===== config.mk =====
export PLATFORM = sky130hd
export DESIGN_NAME = command_replay_guard
export DESIGN_NICKNAME = d
export VERILOG_FILES = /design/src/rtl/core/crg_pkg.sv /design/src/rtl/core/crg_hist_cell.sv /design/src/rtl/core/crg_nonce_cell.sv /design/src/rtl/core/crg_ctrl.sv /design/src/rtl/core/command_replay_guard.sv
export VERILOG_INCLUDE_DIRS = /design/src /design/src/rtl/core
export SDC_FILE = /design/constraint.sdc
export NUM_CORES = 2
export LEC_CHECK = 0
export BUFFER_PORTS_ARGS = -buffer_cell sky130_fd_sc_hd__buf_4
export CORE_ASPECT_RATIO = 0.5
export CORE_MARGIN = 4
export CORE_UTILIZATION = 55
export DETAILED_ROUTE_END_ITERATION = 10
export PLACE_DENSITY_LB_ADDON = 0.1
export SYNTH_ARGS = -nofsm -noshare
export SYNTH_HDL_FRONTEND = slang
export SYNTH_SLANG_ARGS = --single-unit

===== constraint.sdc =====
create_clock -name clock -period 15.2 [get_ports clock]
set_input_delay 2.28 -clock clock [delete_from_list [all_inputs] [get_ports clock]]
set_output_delay 2.28 -clock clock [all_outputs]
set_load 0.05 [all_outputs]

===== src/rtl/core/command_replay_guard_defines.svh =====
// Assertion macros shared by the command replay guard RTL.
// Depends on nothing; the asserting module supplies the clock and reset signals.
`ifndef COMMAND_REPLAY_GUARD_DEFINES_SVH
`define COMMAND_REPLAY_GUARD_DEFINES_SVH

// The consequent must hold in the same cycle as the antecedent.
`define CRG_ASSERT_NOW(label, ante, cons) \
   label: assert property (@(posedge clock) disable iff (reset) (ante) |-> (cons)) \
      else $error("command replay guard check failed");

// The consequent must hold in the cycle after the antecedent.
`define CRG_ASSERT_NEXT(label, ante, cons) \
   label: assert property (@(posedge clock) disable iff (reset) (ante) |=> (cons)) \
      else $error("command replay guard check failed");

`endif


===== src/rtl/core/crg_pkg.sv =====
// Shared constants, codes and types of the command replay guard.
// Depends on nothing; the modules of the block refer to it by scoped names.
package crg_pkg;

   localparam int HIST_DEPTH    = 8;
   localparam int NONCE_DEPTH   = 8;
   localparam int PAYLOAD_BYTES = 8;

   localparam logic [63:0] PAYLOAD_MASK = {64{1'b1}} >> (64 - 8 * PAYLOAD_BYTES);
   localparam logic [7:0]  SEQ_HALF     = 8'd128;

   localparam logic [1:0] OP_CHECK = 2'd0;
   localparam logic [1:0] OP_EVAL  = 2'd1;
   localparam logic [1:0] OP_START = 2'd2;

   localparam logic [1:0] DEC_ACCEPT           = 2'd0;
   localparam logic [1:0] DEC_DUPLICATE        = 2'd1;
   localparam logic [1:0] DEC_REPLAY           = 2'd2;
   localparam logic [1:0] DEC_SESSION_REQUIRED = 2'd3;

   typedef enum logic [2:0] {
      ST_IDLE   = 3'b001,
      ST_WALK   = 3'b010,
      ST_DECIDE = 3'b100
   } state_type;

   typedef struct packed {
      logic        valid;
      logic [7:0]  seq;
      logic [63:0] pay;
   } hist_entry_type;

   typedef struct packed {
      logic        valid;
      logic        hit;
      logic        dup;
      logic [7:0]  seq;
      logic [63:0] pay;
   } hist_query_type;

   typedef struct packed {
      logic        shift;
      logic        clear;
      hist_entry_type entry;
   } hist_ctl_type;

   typedef struct packed {
      logic        valid;
      logic [31:0] nonce;
   } nonce_entry_type;

   typedef struct packed {
      logic        valid;
      logic        hit;
      logic [31:0] nonce;
   } nonce_query_type;

   typedef struct packed {
      logic            shift;
      nonce_entry_type entry;
   } nonce_ctl_type;

endpackage


===== src/rtl/core/crg_hist_cell.sv =====
// One cell of the frame history chain: holds one recorded frame and matches the passing request.
// Depends on crg_pkg.
module crg_hist_cell (
   input  logic                   clock,
   input  logic                   reset,
   input  crg_pkg::hist_query_type query_i,
   output crg_pkg::hist_query_type query_o,
   input  logic                   shift,
   input  crg_pkg::hist_entry_type left_entry,
   output crg_pkg::hist_entry_type entry_o
);

   crg_pkg::hist_entry_type entry_ff, entry_in;
   crg_pkg::hist_query_type query_ff, query_in;
   logic match;

   assign match = entry_ff.valid && (entry_ff.seq == query_i.seq);

   always_comb begin
      query_in     = query_i;
      query_in.hit = query_i.hit | match;
      query_in.dup = query_i.dup | (match && (entry_ff.pay == query_i.pay));
      entry_in     = shift ? left_entry : entry_ff;
   end

   always_ff @(posedge clock) begin
      if (reset) begin
         entry_ff <= '0;
         query_ff <= '0;
      end else begin
         entry_ff <= entry_in;
         query_ff <= query_in;
      end
   end

   assign query_o = query_ff;
   assign entry_o = entry_ff;

endmodule


===== src/rtl/core/crg_nonce_cell.sv =====
// One cell of the used-nonce chain: holds one nonce and matches the passing request.
// Depends on crg_pkg.
module crg_nonce_cell (
   input  logic                    clock,
   input  logic                    reset,
   input  crg_pkg::nonce_query_type query_i,
   output crg_pkg::nonce_query_type query_o,
   input  logic                    shift,
   input  crg_pkg::nonce_entry_type left_entry,
   output crg_pkg::nonce_entry_type entry_o
);

   crg_pkg::nonce_entry_type entry_ff, entry_in;
   crg_pkg::nonce_query_type query_ff, query_in;

   always_comb begin
      query_in     = query_i;
      query_in.hit = query_i.hit | (entry_ff.valid && (entry_ff.nonce == query_i.nonce));
      entry_in     = shift ? left_entry : entry_ff;
   end

   always_ff @(posedge clock) begin
      if (reset) begin
         entry_ff <= '0;
         query_ff <= '0;
      end else begin
         entry_ff <= entry_in;
         query_ff <= query_in;
      end
   end

   assign query_o = query_ff;
   assign entry_o = entry_ff;

endmodule


===== src/rtl/core/crg_ctrl.sv =====
// Sequencer and session state of the command replay guard: launches requests into the
// cell chains, forms the decision and commits updates. Depends on crg_pkg and the defines header.
`include "command_replay_guard_defines.svh"

module crg_ctrl (
   input  logic                     clock,
   input  logic                     reset,
   input  logic                     start,
   output logic                     busy,
   input  logic [1:0]               req_operation,
   input  logic [31:0]              req_nonce,
   input  logic [7:0]               req_tag,
   input  logic [7:0]               req_sequence_req,
   input  logic [63:0]              req_payload,
   output logic                     rsp_valid,
   output logic [1:0]               rsp_decision,
   output crg_pkg::hist_query_type  hist_head,
   input  crg_pkg::hist_query_type  hist_tail,
   output crg_pkg::hist_ctl_type    hist_ctl,
   output crg_pkg::nonce_query_type nonce_head,
   input  crg_pkg::nonce_query_type nonce_tail,
   output crg_pkg::nonce_ctl_type   nonce_ctl
);

   crg_pkg::state_type state_ff, state_in;

   logic [1:0]  op_ff, op_in;
   logic [31:0] nonce_ff, nonce_in;
   logic [7:0]  tag_ff, tag_in;
   logic [7:0]  seq_ff, seq_in;
   logic [63:0] pay_ff, pay_in;

   logic hist_done_ff, hist_done_in;
   logic hist_hit_ff, hist_hit_in;
   logic hist_dup_ff, hist_dup_in;
   logic nonce_done_ff, nonce_done_in;
   logic nonce_hit_ff, nonce_hit_in;

   logic        session_active_ff, session_active_in;
   logic [31:0] active_nonce_ff, active_nonce_in;
   logic [7:0]  active_tag_ff, active_tag_in;
   logic [7:0]  last_seq_ff, last_seq_in;

   logic       rsp_valid_ff, rsp_valid_in;
   logic [1:0] rsp_decision_ff, rsp_decision_in;

   logic       accept;
   logic       deciding;
   logic [7:0] seq_gap;
   logic [1:0] judge_dec;
   logic [1:0] dec;
   logic       record;
   logic       new_session;

   assign accept   = start && (state_ff == crg_pkg::ST_IDLE);
   assign busy     = (state_ff != crg_pkg::ST_IDLE);
   assign deciding = (state_ff == crg_pkg::ST_DECIDE);

   always_comb begin
      hist_head       = '0;
      hist_head.valid = accept;
      hist_head.seq   = req_sequence_req;
      hist_head.pay   = req_payload & crg_pkg::PAYLOAD_MASK;
      nonce_head       = '0;
      nonce_head.valid = accept;
      nonce_head.nonce = req_nonce;
   end

   // Sequence test shared by check, evaluate and a restart of the active session.
   always_comb begin
      seq_gap = seq_ff - last_seq_ff;
      if (hist_hit_ff) begin
         judge_dec = hist_dup_ff ? crg_pkg::DEC_DUPLICATE : crg_pkg::DEC_REPLAY;
      end else if ((seq_gap == 8'd0) || (seq_gap >= crg_pkg::SEQ_HALF)) begin
         judge_dec = crg_pkg::DEC_REPLAY;
      end else begin
         judge_dec = crg_pkg::DEC_ACCEPT;
      end
   end

   always_comb begin
      dec         = crg_pkg::DEC_REPLAY;
      record      = 1'b0;
      new_session = 1'b0;
      unique case (op_ff)
         crg_pkg::OP_CHECK, crg_pkg::OP_EVAL: begin
            if (!session_active_ff) begin
               dec = crg_pkg::DEC_SESSION_REQUIRED;
            end else if (active_tag_ff != tag_ff) begin
               dec = crg_pkg::DEC_REPLAY;
            end else begin
               dec    = judge_dec;
               record = (op_ff == crg_pkg::OP_CHECK) && (judge_dec == crg_pkg::DEC_ACCEPT);
            end
         end
         crg_pkg::OP_START: begin
            priority if (nonce_ff == 32'd0) begin
               dec = crg_pkg::DEC_REPLAY;
            end else if (session_active_ff && (active_nonce_ff == nonce_ff)
                         && (active_tag_ff == tag_ff)) begin
               dec    = judge_dec;
               record = (judge_dec == crg_pkg::DEC_ACCEPT);
            end else if (nonce_hit_ff) begin
               dec = crg_pkg::DEC_REPLAY;
            end else begin
               dec         = crg_pkg::DEC_ACCEPT;
               record      = 1'b1;
               new_session = 1'b1;
            end
         end
         default: begin
            dec = crg_pkg::DEC_REPLAY;
         end
      endcase
   end

   always_comb begin
      hist_ctl.shift       = deciding && record;
      hist_ctl.clear       = deciding && new_session;
      hist_ctl.entry.valid = 1'b1;
      hist_ctl.entry.seq   = seq_ff;
      hist_ctl.entry.pay   = pay_ff;
      nonce_ctl.shift       = deciding && new_session;
      nonce_ctl.entry.valid = 1'b1;
      nonce_ctl.entry.nonce = nonce_ff;
   end

   always_comb begin
      state_in          = state_ff;
      op_in             = op_ff;
      nonce_in          = nonce_ff;
      tag_in            = tag_ff;
      seq_in            = seq_ff;
      pay_in            = pay_ff;
      hist_done_in      = hist_done_ff | hist_tail.valid;
      hist_hit_in       = hist_tail.valid ? hist_tail.hit : hist_hit_ff;
      hist_dup_in       = hist_tail.valid ? hist_tail.dup : hist_dup_ff;
      nonce_done_in     = nonce_done_ff | nonce_tail.valid;
      nonce_hit_in      = nonce_tail.valid ? nonce_tail.hit : nonce_hit_ff;
      session_active_in = session_active_ff;
      active_nonce_in   = active_nonce_ff;
      active_tag_in     = active_tag_ff;
      last_seq_in       = last_seq_ff;
      rsp_valid_in      = 1'b0;
      rsp_decision_in   = rsp_decision_ff;
      unique case (state_ff)
         crg_pkg::ST_IDLE: begin
            if (accept) begin
               state_in      = crg_pkg::ST_WALK;
               op_in         = req_operation;
               nonce_in      = req_nonce;
               tag_in        = req_tag;
               seq_in        = req_sequence_req;
               pay_in        = req_payload & crg_pkg::PAYLOAD_MASK;
               hist_done_in  = 1'b0;
               nonce_done_in = 1'b0;
            end
         end
         crg_pkg::ST_WALK: begin
            if (hist_done_in && nonce_done_in) begin
               state_in = crg_pkg::ST_DECIDE;
            end
         end
         crg_pkg::ST_DECIDE: begin
            state_in        = crg_pkg::ST_IDLE;
            rsp_valid_in    = 1'b1;
            rsp_decision_in = dec;
            if (record) begin
               last_seq_in = seq_ff;
            end
            if (new_session) begin
               session_active_in = 1'b1;
               active_nonce_in   = nonce_ff;
               active_tag_in     = tag_ff;
            end
         end
         default: begin
            state_in = crg_pkg::ST_IDLE;
         end
      endcase
   end

   always_ff @(posedge clock) begin
      if (reset) begin
         state_ff          <= crg_pkg::ST_IDLE;
         hist_done_ff      <= 1'b0;
         hist_hit_ff       <= 1'b0;
         hist_dup_ff       <= 1'b0;
         nonce_done_ff     <= 1'b0;
         nonce_hit_ff      <= 1'b0;
         session_active_ff <= 1'b0;
         active_nonce_ff   <= 32'd0;
         active_tag_ff     <= 8'd0;
         last_seq_ff       <= 8'd0;
         rsp_valid_ff      <= 1'b0;
         rsp_decision_ff   <= crg_pkg::DEC_ACCEPT;
      end else begin
         state_ff          <= state_in;
         hist_done_ff      <= hist_done_in;
         hist_hit_ff       <= hist_hit_in;
         hist_dup_ff       <= hist_dup_in;
         nonce_done_ff     <= nonce_done_in;
         nonce_hit_ff      <= nonce_hit_in;
         session_active_ff <= session_active_in;
         active_nonce_ff   <= active_nonce_in;
         active_tag_ff     <= active_tag_in;
         last_seq_ff       <= last_seq_in;
         rsp_valid_ff      <= rsp_valid_in;
         rsp_decision_ff   <= rsp_decision_in;
      end
   end

   always_ff @(posedge clock) begin
      op_ff    <= op_in;
      nonce_ff <= nonce_in;
      tag_ff   <= tag_in;
      seq_ff   <= seq_in;
      pay_ff   <= pay_in;
   end

   assign rsp_valid    = rsp_valid_ff;
   assign rsp_decision = rsp_decision_ff;

   `CRG_ASSERT_NEXT(a_decide_responds, state_ff == crg_pkg::ST_DECIDE, rsp_valid_ff)
   `CRG_ASSERT_NOW(a_hist_tail_in_walk, hist_tail.valid, state_ff == crg_pkg::ST_WALK)
   `CRG_ASSERT_NOW(a_nonce_tail_in_walk, nonce_tail.valid, state_ff == crg_pkg::ST_WALK)
   `CRG_ASSERT_NOW(a_clear_records, hist_ctl.clear, hist_ctl.shift && nonce_ctl.shift)
   `CRG_ASSERT_NEXT(a_new_session_active, nonce_ctl.shift, session_active_ff)

endmodule


===== src/rtl/core/command_replay_guard.sv =====
// A request accepted at a clock edge walks both cell chains, then the sequencer passes
// through its decide state and gives its one-cycle rsp_valid strobe; busy falls in that same cycle.
// A new request is taken only once the last one is done, as start is ignored while busy;
// the wait is set by the request walking one cell per cycle through the longer cell chain.
// Reset is synchronous and active high; it ends any session and empties both histories.
// The receiver cannot stall: each decision is shown for exactly one cycle.
//
// Depends on crg_pkg, crg_ctrl, crg_hist_cell and crg_nonce_cell.
module command_replay_guard (
   input  logic        clock,
   input  logic        reset,
   input  logic        start,
   output logic        busy,
   input  logic [1:0]  req_operation,
   input  logic [31:0] req_nonce,
   input  logic [7:0]  req_tag,
   input  logic [7:0]  req_sequence_req,
   input  logic [63:0] req_payload,
   output logic        rsp_valid,
   output logic [1:0]  rsp_decision
);

   // Each request enters the head of both chains and moves one cell per cycle.
   // Every cell compares it against the entry it holds and ORs in its match, so
   // the tail shows whether any stored frame or nonce matched. Stored values are
   // unique within each chain, so at most one cell can match a given request.
   crg_pkg::hist_query_type  hist_query [crg_pkg::HIST_DEPTH + 1];
   crg_pkg::hist_entry_type  hist_entry [crg_pkg::HIST_DEPTH];
   crg_pkg::hist_entry_type  hist_left  [crg_pkg::HIST_DEPTH];
   crg_pkg::nonce_query_type nonce_query [crg_pkg::NONCE_DEPTH + 1];
   crg_pkg::nonce_entry_type nonce_entry [crg_pkg::NONCE_DEPTH];
   crg_pkg::nonce_entry_type nonce_left  [crg_pkg::NONCE_DEPTH];
   crg_pkg::hist_ctl_type    hist_ctl;
   crg_pkg::nonce_ctl_type   nonce_ctl;

   // The sequencer holds the session state, launches requests, waits for both
   // chain tails and then commits the decision and any history updates.
   crg_ctrl u_ctrl (
      .clock             (clock),
      .reset             (reset),
      .start             (start),
      .busy              (busy),
      .req_operation     (req_operation),
      .req_nonce         (req_nonce),
      .req_tag           (req_tag),
      .req_sequence_req  (req_sequence_req),
      .req_payload       (req_payload),
      .rsp_valid         (rsp_valid),
      .rsp_decision      (rsp_decision),
      .hist_head         (hist_query[0]),
      .hist_tail         (hist_query[crg_pkg::HIST_DEPTH]),
      .hist_ctl          (hist_ctl),
      .nonce_head        (nonce_query[0]),
      .nonce_tail        (nonce_query[crg_pkg::NONCE_DEPTH]),
      .nonce_ctl         (nonce_ctl)
   );

   // Recording shifts the new frame into the first cell and pushes the oldest
   // frame off the end, which keeps the same set of frames as a ring buffer.
   // Opening a session also invalidates everything behind the first cell.
   for (genvar k = 0; k < crg_pkg::HIST_DEPTH; k++) begin : g_hist
      if (k == 0) begin : g_first
         assign hist_left[k] = hist_ctl.entry;
      end else begin : g_rest
         assign hist_left[k] = {hist_entry[k - 1].valid && !hist_ctl.clear,
                                hist_entry[k - 1].seq, hist_entry[k - 1].pay};
      end

      crg_hist_cell u_cell (
         .clock      (clock),
         .reset      (reset),
         .query_i    (hist_query[k]),
         .query_o    (hist_query[k + 1]),
         .shift      (hist_ctl.shift),
         .left_entry (hist_left[k]),
         .entry_o    (hist_entry[k])
      );
   end

   // Used nonces are kept the same way; the oldest is forgotten first.
   for (genvar k = 0; k < crg_pkg::NONCE_DEPTH; k++) begin : g_nonce
      if (k == 0) begin : g_first
         assign nonce_left[k] = nonce_ctl.entry;
      end else begin : g_rest
         assign nonce_left[k] = nonce_entry[k - 1];
      end

      crg_nonce_cell u_cell (
         .clock      (clock),
         .reset      (reset),
         .query_i    (nonce_query[k]),
         .query_o    (nonce_query[k + 1]),
         .shift      (nonce_ctl.shift),
         .left_entry (nonce_left[k]),
         .entry_o    (nonce_entry[k])
      );
   end

endmodule

Word-level counts from Yosys, hierarchy flattened
Index checks and enable logic that the tools add are counted.
- output and inout bits: 4
- word-level logic and storage cells: 245
- register bits: 1782
- bits of input ports: 117
- equal/unequal tests: 35
- bitwise logic cells: 23
- magnitude comparators: 1
- $add $sub $neg: 1
- muxes and demuxes: 26
- reduce and logical (&&, ||, !) cells: 49
- operator list (operator ; count):
    $eq A64 B64 Y1 ; 8
    $eq A32 B32 Y1 ; 9
    $eq A8 B8 Y1 ; 9
    $logic_and A1 B1 Y1 ; 38
    $logic_not A32 Y1 ; 1
    $or A1 B1 Y1 ; 23
    $mux W2 ; 8
    $mux W1 ; 13
    $ge A8 B8 Y1 const B ; 1
    $logic_not A8 Y1 ; 1
    $ne A8 B8 Y1 ; 1
    $reduce_and A2 Y1 ; 4
    $sub A8 B8 Y8 ; 1
    $mux W3 ; 2
    $pmux W3 S2 ; 1
    $logic_not A2 Y1 ; 2
    $ne A2 B1 Y1 const B ; 2
    $pmux W2 S2 ; 1
    $eq A3 B1 Y1 const B ; 1
    $eq A3 B2 Y1 const B ; 1
    $eq A3 B3 Y1 const B ; 1
    $ne A3 B1 Y1 const B ; 1
    $eq A2 B1 Y1 const B ; 1
    $eq A2 B2 Y1 const B ; 1
    4 further kinds ; 4

Longest topological paths before layout
- word-level depth: 11
- mapped depth: 11
- depth with buffers taken out: 8

Modules after synthesis
Synthesis repeated with hierarchy kept, for this count alone.
- cells, all modules: 6282
- area, all modules: 69741.9 sq um
- by module, submodules not included (module ; area each (sq um) ; instances ; cells an instance):
    crg_hist_cell ; 5362.6 ; 8 ; 493
    crg_nonce_cell ; 2433.6 ; 8 ; 222
    crg_ctrl ; 7328.3 ; 1 ; 555
    command_replay_guard ; 43.8 ; 1 ; 7

Worst setup path before layout
No wires, ideal clock.
- path kind: in2reg
- start point: input port start
- end point: register u_ctrl.nonce_ff[0] (enable)
- stages: 2
- path slack: 7023 ps
- data arrival time: 7571 ps
- buffers on the path: 0
- cell sequence: and3b_1 nor2b_1
- RTL lines (what ; RTL line ; RTL):
    start, declared ; command_replay_guard.sv:12 ; input logic start,
    end signal, assigned ; crg_ctrl.sv:215 ; nonce_ff <= nonce_in;
    end, declared ; crg_ctrl.sv:28 ; logic [31:0] nonce_ff, nonce_in;

Worst setup path in the final report
- start point: register u_ctrl.nonce_ff[23]
- end point: register g_hist[7].u_cell.entry_ff (netlist bit g_hist[7].u_cell.entry_o[45])
- word-level cells in the longest chain between the ends: 7
- elaborated cells on any way between the ends: 8
- ends and longest elaborated chain (what ; RTL line ; RTL):
    $eq A32 B32 Y1 ; crg_ctrl.sv:99 ; end else if (session_active_ff && (active_nonce_ff == nonce_ff)
    $logic_and A1 B1 Y1 ; crg_ctrl.sv:99 ;
    $logic_and A1 B1 Y1 ; crg_ctrl.sv:100 ; && (active_tag_ff == tag_ff)) begin
    $mux W1 ; crg_ctrl.sv:99 ;
    $mux W1 (*) ; crg_ctrl.sv:97 ; priority if (nonce_ff == 32'd0) begin
    $pmux W1 S2 (*) ; crg_ctrl.sv:85 ; unique case (op_ff)
    $logic_and A1 B1 Y1 (*) ; crg_ctrl.sv:118 ; hist_ctl.shift = deciding && record;
    end signal, assigned ; crg_hist_cell.sv:31 ; entry_ff <= entry_in;
    end, declared ; crg_hist_cell.sv:13 ; crg_pkg::hist_entry_type entry_ff, entry_in;
Mark *: on every way between the ends. The rest lies on a longest branch, timed or not.
A chain may end at the register's enable or synchronous reset.

==> run_results.csv <==
group,metric,value,unit
status,outcome,"complete, no violations",
power_and_ir_drop,power.density,112,nW/um^2
route,drt-initial-drc-count,7587,
placement,port_buffers,120,
route,vias_per_cell,6.33,
critical_path,crit_type,"flop to flop",
route,num_vias,62959,
sta,tns,0,ps
grt,global_route.peak_usage_layer,"met1",
layout,num-fill-cells,12203,
power_and_ir_drop,ir_drop,0.0884,mV
sta,post-route-min-period,5860,ps
cts,cts_root_buf,"clkbuf_16",
power_and_ir_drop,leakagePower,30.1,nW
die,start_util,55.6,%
cts,clk_pin_slew,70,ps
route,finalWirelength,240000,um
route,ant_nets,0,
synth,seq_area_frac_synth,46.1,%
synth,synthArstFlopShare,0,%
layout,area_delta_synth_final,7.36,%
synth,synth_area,78200,um^2
route,first_pass_iters,6,
die,io_pins,121,
cts,cts_buffers,166,
die,rows,97,
cts,ctsResizeCount,0,
synth,syn-num-nets,8603,
die,dieArea,149000,um^2
synth,synth-edff-count,114,
grt,grt_pass1_wl,369000,um
cts,cts_tree,"built",
min_path,hold_class,"flop to flop",
critical_path,crit_path_end_kind,"flop",
route,wl_per_cell,24.1,um
sta,fmax,171,MHz
synth,synth-adder-area-share,0.112,%
critical_path,path_max_fanout,106,
critical_path,path_delay_family,"buffers and inverters",
layout,drive_above_1_share,5.59,%
sta,timing_hold_violations_final,0,
sta,worstMarginPinSlew,1300,ps
synth,synthSimpleGateAreaFrac,19.3,%
cts,clk_latency,790,ps
cts,htreeDepth,4,
critical_path,worst_ep_arrival_time,6550,ps
grt,antenna_found_initial,6,
layout,layout.nets,8075,
cts,cts_setup_buffers,0,
sta,drv_slew,0,
critical_path,crit_chain,"nor4_1 -> nand4_1 -> o21ai_0 -> a311o_2 -> buf_4 -> buf_4 -> buf_4 -> o21ai_0 -> o211ai_1",
sta,skew,53.2,ps
synth,synth_xor_area_share,9.64,%
die,coreArea,141000,um^2
layout,fin_cells,9950,
critical_path,setup.worst_path.start_class,"flop",
placement,place_inst,9664,
critical_path,required,15890,ps
synth,synthMuxAreaShare,0.155,%
placement,dp_hpwl,144000,um
sta,rsz0062_at_grt,"false",
critical_path,cp_common_cell,"buf_4",
cts,cts.sinks,1741,
sta,finalCritPeriodShare,38.6,%
grt,met1_usage,46.9,%
grt,grt_overflow,0,
critical_path,crit_slowest_cell,"a311o_2",
cts,cts_hold_buffers,0,
synth,avgSynthCellArea,9.22,um^2
synth,yosys_warnings,0,
synth,netlist_instances,8479,
grt,first_global_vias,58463,
job,cap_violations,0,
critical_path,cp.buffers_inverters,3,
route,drc,0,
placement,place_congestion,0.849,
die,die_x,541,um
sta,maxSlewHeadroom,12.8,%
grt,grt.total_usage,31.1,%
synth,ys_types,59,
synth,synth_top_family_by_area,"compound AO/OA/AOI/OAI gates",
sta,setup_viol,0,
die,die_y,275,um
synth,synth_seq_cells,1741,
grt,grt_max_degree,240,
grt,use_met3,4.08,%
grt,gr-usage-met2,45.1,%
critical_path,slowest_delay,940,ps
synth,yosys_most_used_dff,"dfxtp_1",
synth,synth_compound_area_share,19.8,%
cts,clock_path_buffers,4,
==> cell families after synthesis <==
| group | count (synthesis) |
|---|---|
| DFF | 1741 |
| buffers and inverters | 913 |
| AOI/OAI and AO/OA | 2341 |
| muxes | 12 |
| xor gates and xnor gates | 860 |
| and+or+nand+nor | 2605 |
| adders and majority gates | 7 |
==> area by class of cell <==
type / instances / area, um^2 / area share [%]
tap: 1881 / 2350 / 2.80
clock buffer: 252 / 5020 / 5.98
inverter: 27 / 101 / 0.121
clock inverter: 32 / 352 / 0.419
sequential: 1741 / 36000 / 42.9
antenna: 2 / 5.00 / 0.00596
multi-input combinational: 5825 / 38400 / 45.8
timing repair buffer: 190 / 1690 / 2.01
==> worst min-delay path, cell delays in order, from the launching register on <==
cell,delay (ps)
dfxtp_1,290
inv_1,40
a21oi_1,50
==> through the flow <==
step | util, % | instance area, um^2 | setup WS, ps | hold slack (ps) | power (mW)
CTS | 59.7 | 83900 | 9480 | 431 | 9.44
finish | 59.7 | 83900 | 9340 | 428 | 9.39
global route | 59.7 | 83900 | 8960 | 440 | 9.68
floorplan | - | 78200 | 7020 | 411 | 5.12
global placement | 55.9 | 78500 | 9120 | 415 | 5.30
detailed placement | 55.9 | 78500 | 9150 | 421 | 5.30
==> per-layer routing <==
metal,vias to the layer above,wire length (um)
li1,29674,-
met1,30364,111000
met2,2534,103000
met3,385,16000
met4,2,9830
met5,-,17
==> report_power, final <==
group | switching, mW | internal [mW]
combinational | 0.359 | 0.115
clock | 1.80 | 2.39
sequential | 0.0482 | 4.68
==> synthesized netlist by cell type, drive strengths merged (178+ instances only) <==
cell type	n	area [um^2]
a21oi	286	1430
buf	221	1230
clkbuf	665	2500
dfxtp	1627	32600
nand3	864	4320
nor2b	1380	8630
nor4	178	1140
o2111ai	576	5040
o211ai	577	4340
o21ai	854	4270
xnor2	244	2140
xor2	616	5400
==> cell usage in the layout (no fill, tap or decap), drive strengths merged, types with 3 or more instances in the layout <==
master,synthesis,layout
a41oi,7,7
a22oi,3,3
bufinv,0,7
edfxtp,114,114
nor3,13,13
nor4,178,178
mux2i,11,11
o211ai,577,577
o2111ai,576,576
nand3,864,864
nor3b,3,3
xor2,616,616
a31oi,4,4
xnor2,244,244
nand2,9,9
a211o,7,7
nor2b,1380,1380
clkbuf,665,252
nor2,56,56
o21a,4,4
nand4,90,90
a21oi,286,286
dfxtp,1627,1627
o21ai,854,854
clkinv,0,20
inv,27,31
ha,7,7
o22ai,3,3
buf,221,190
o221ai,3,3
==> sequential cells by signal, summed over array words and instances (netlist names), 2 cells and up <==
register and count:
u_ctrl.active_tag_ff 8, u_ctrl.tag_ff 8, g_hist.u_cell.entry_o 576, g_nonce.u_cell.query_o 233, g_hist.u_cell.query_o 527, u_ctrl.nonce_ff 32
u_ctrl.seq_ff 8, g_nonce.u_cell.entry_o 264, u_ctrl.rsp_decision 2, u_ctrl.state_ff 3, u_ctrl.last_seq_ff 8, u_ctrl.op_ff 2
u_ctrl.pay_ff 64
==> path summary, 6_finish.rpt <==
check | start | endpoint | slack, ps | cells after the start
setup / recovery | u_ctrl.nonce_ff[23] | g_hist[7].u_cell.entry_o[45] | 9340 | 9
hold / removal | g_hist[6].u_cell.query_o[72] | g_hist[7].u_cell.query_o[72] | 430 | 2
setup reg to reg | u_ctrl.nonce_ff[23] | g_hist[7].u_cell.entry_o[45] | 9340 | 9
hold reg to reg | g_hist[6].u_cell.query_o[72] | g_hist[7].u_cell.query_o[72] | 430 | 2
Note: power is estimated with default switching activity, not from simulation.
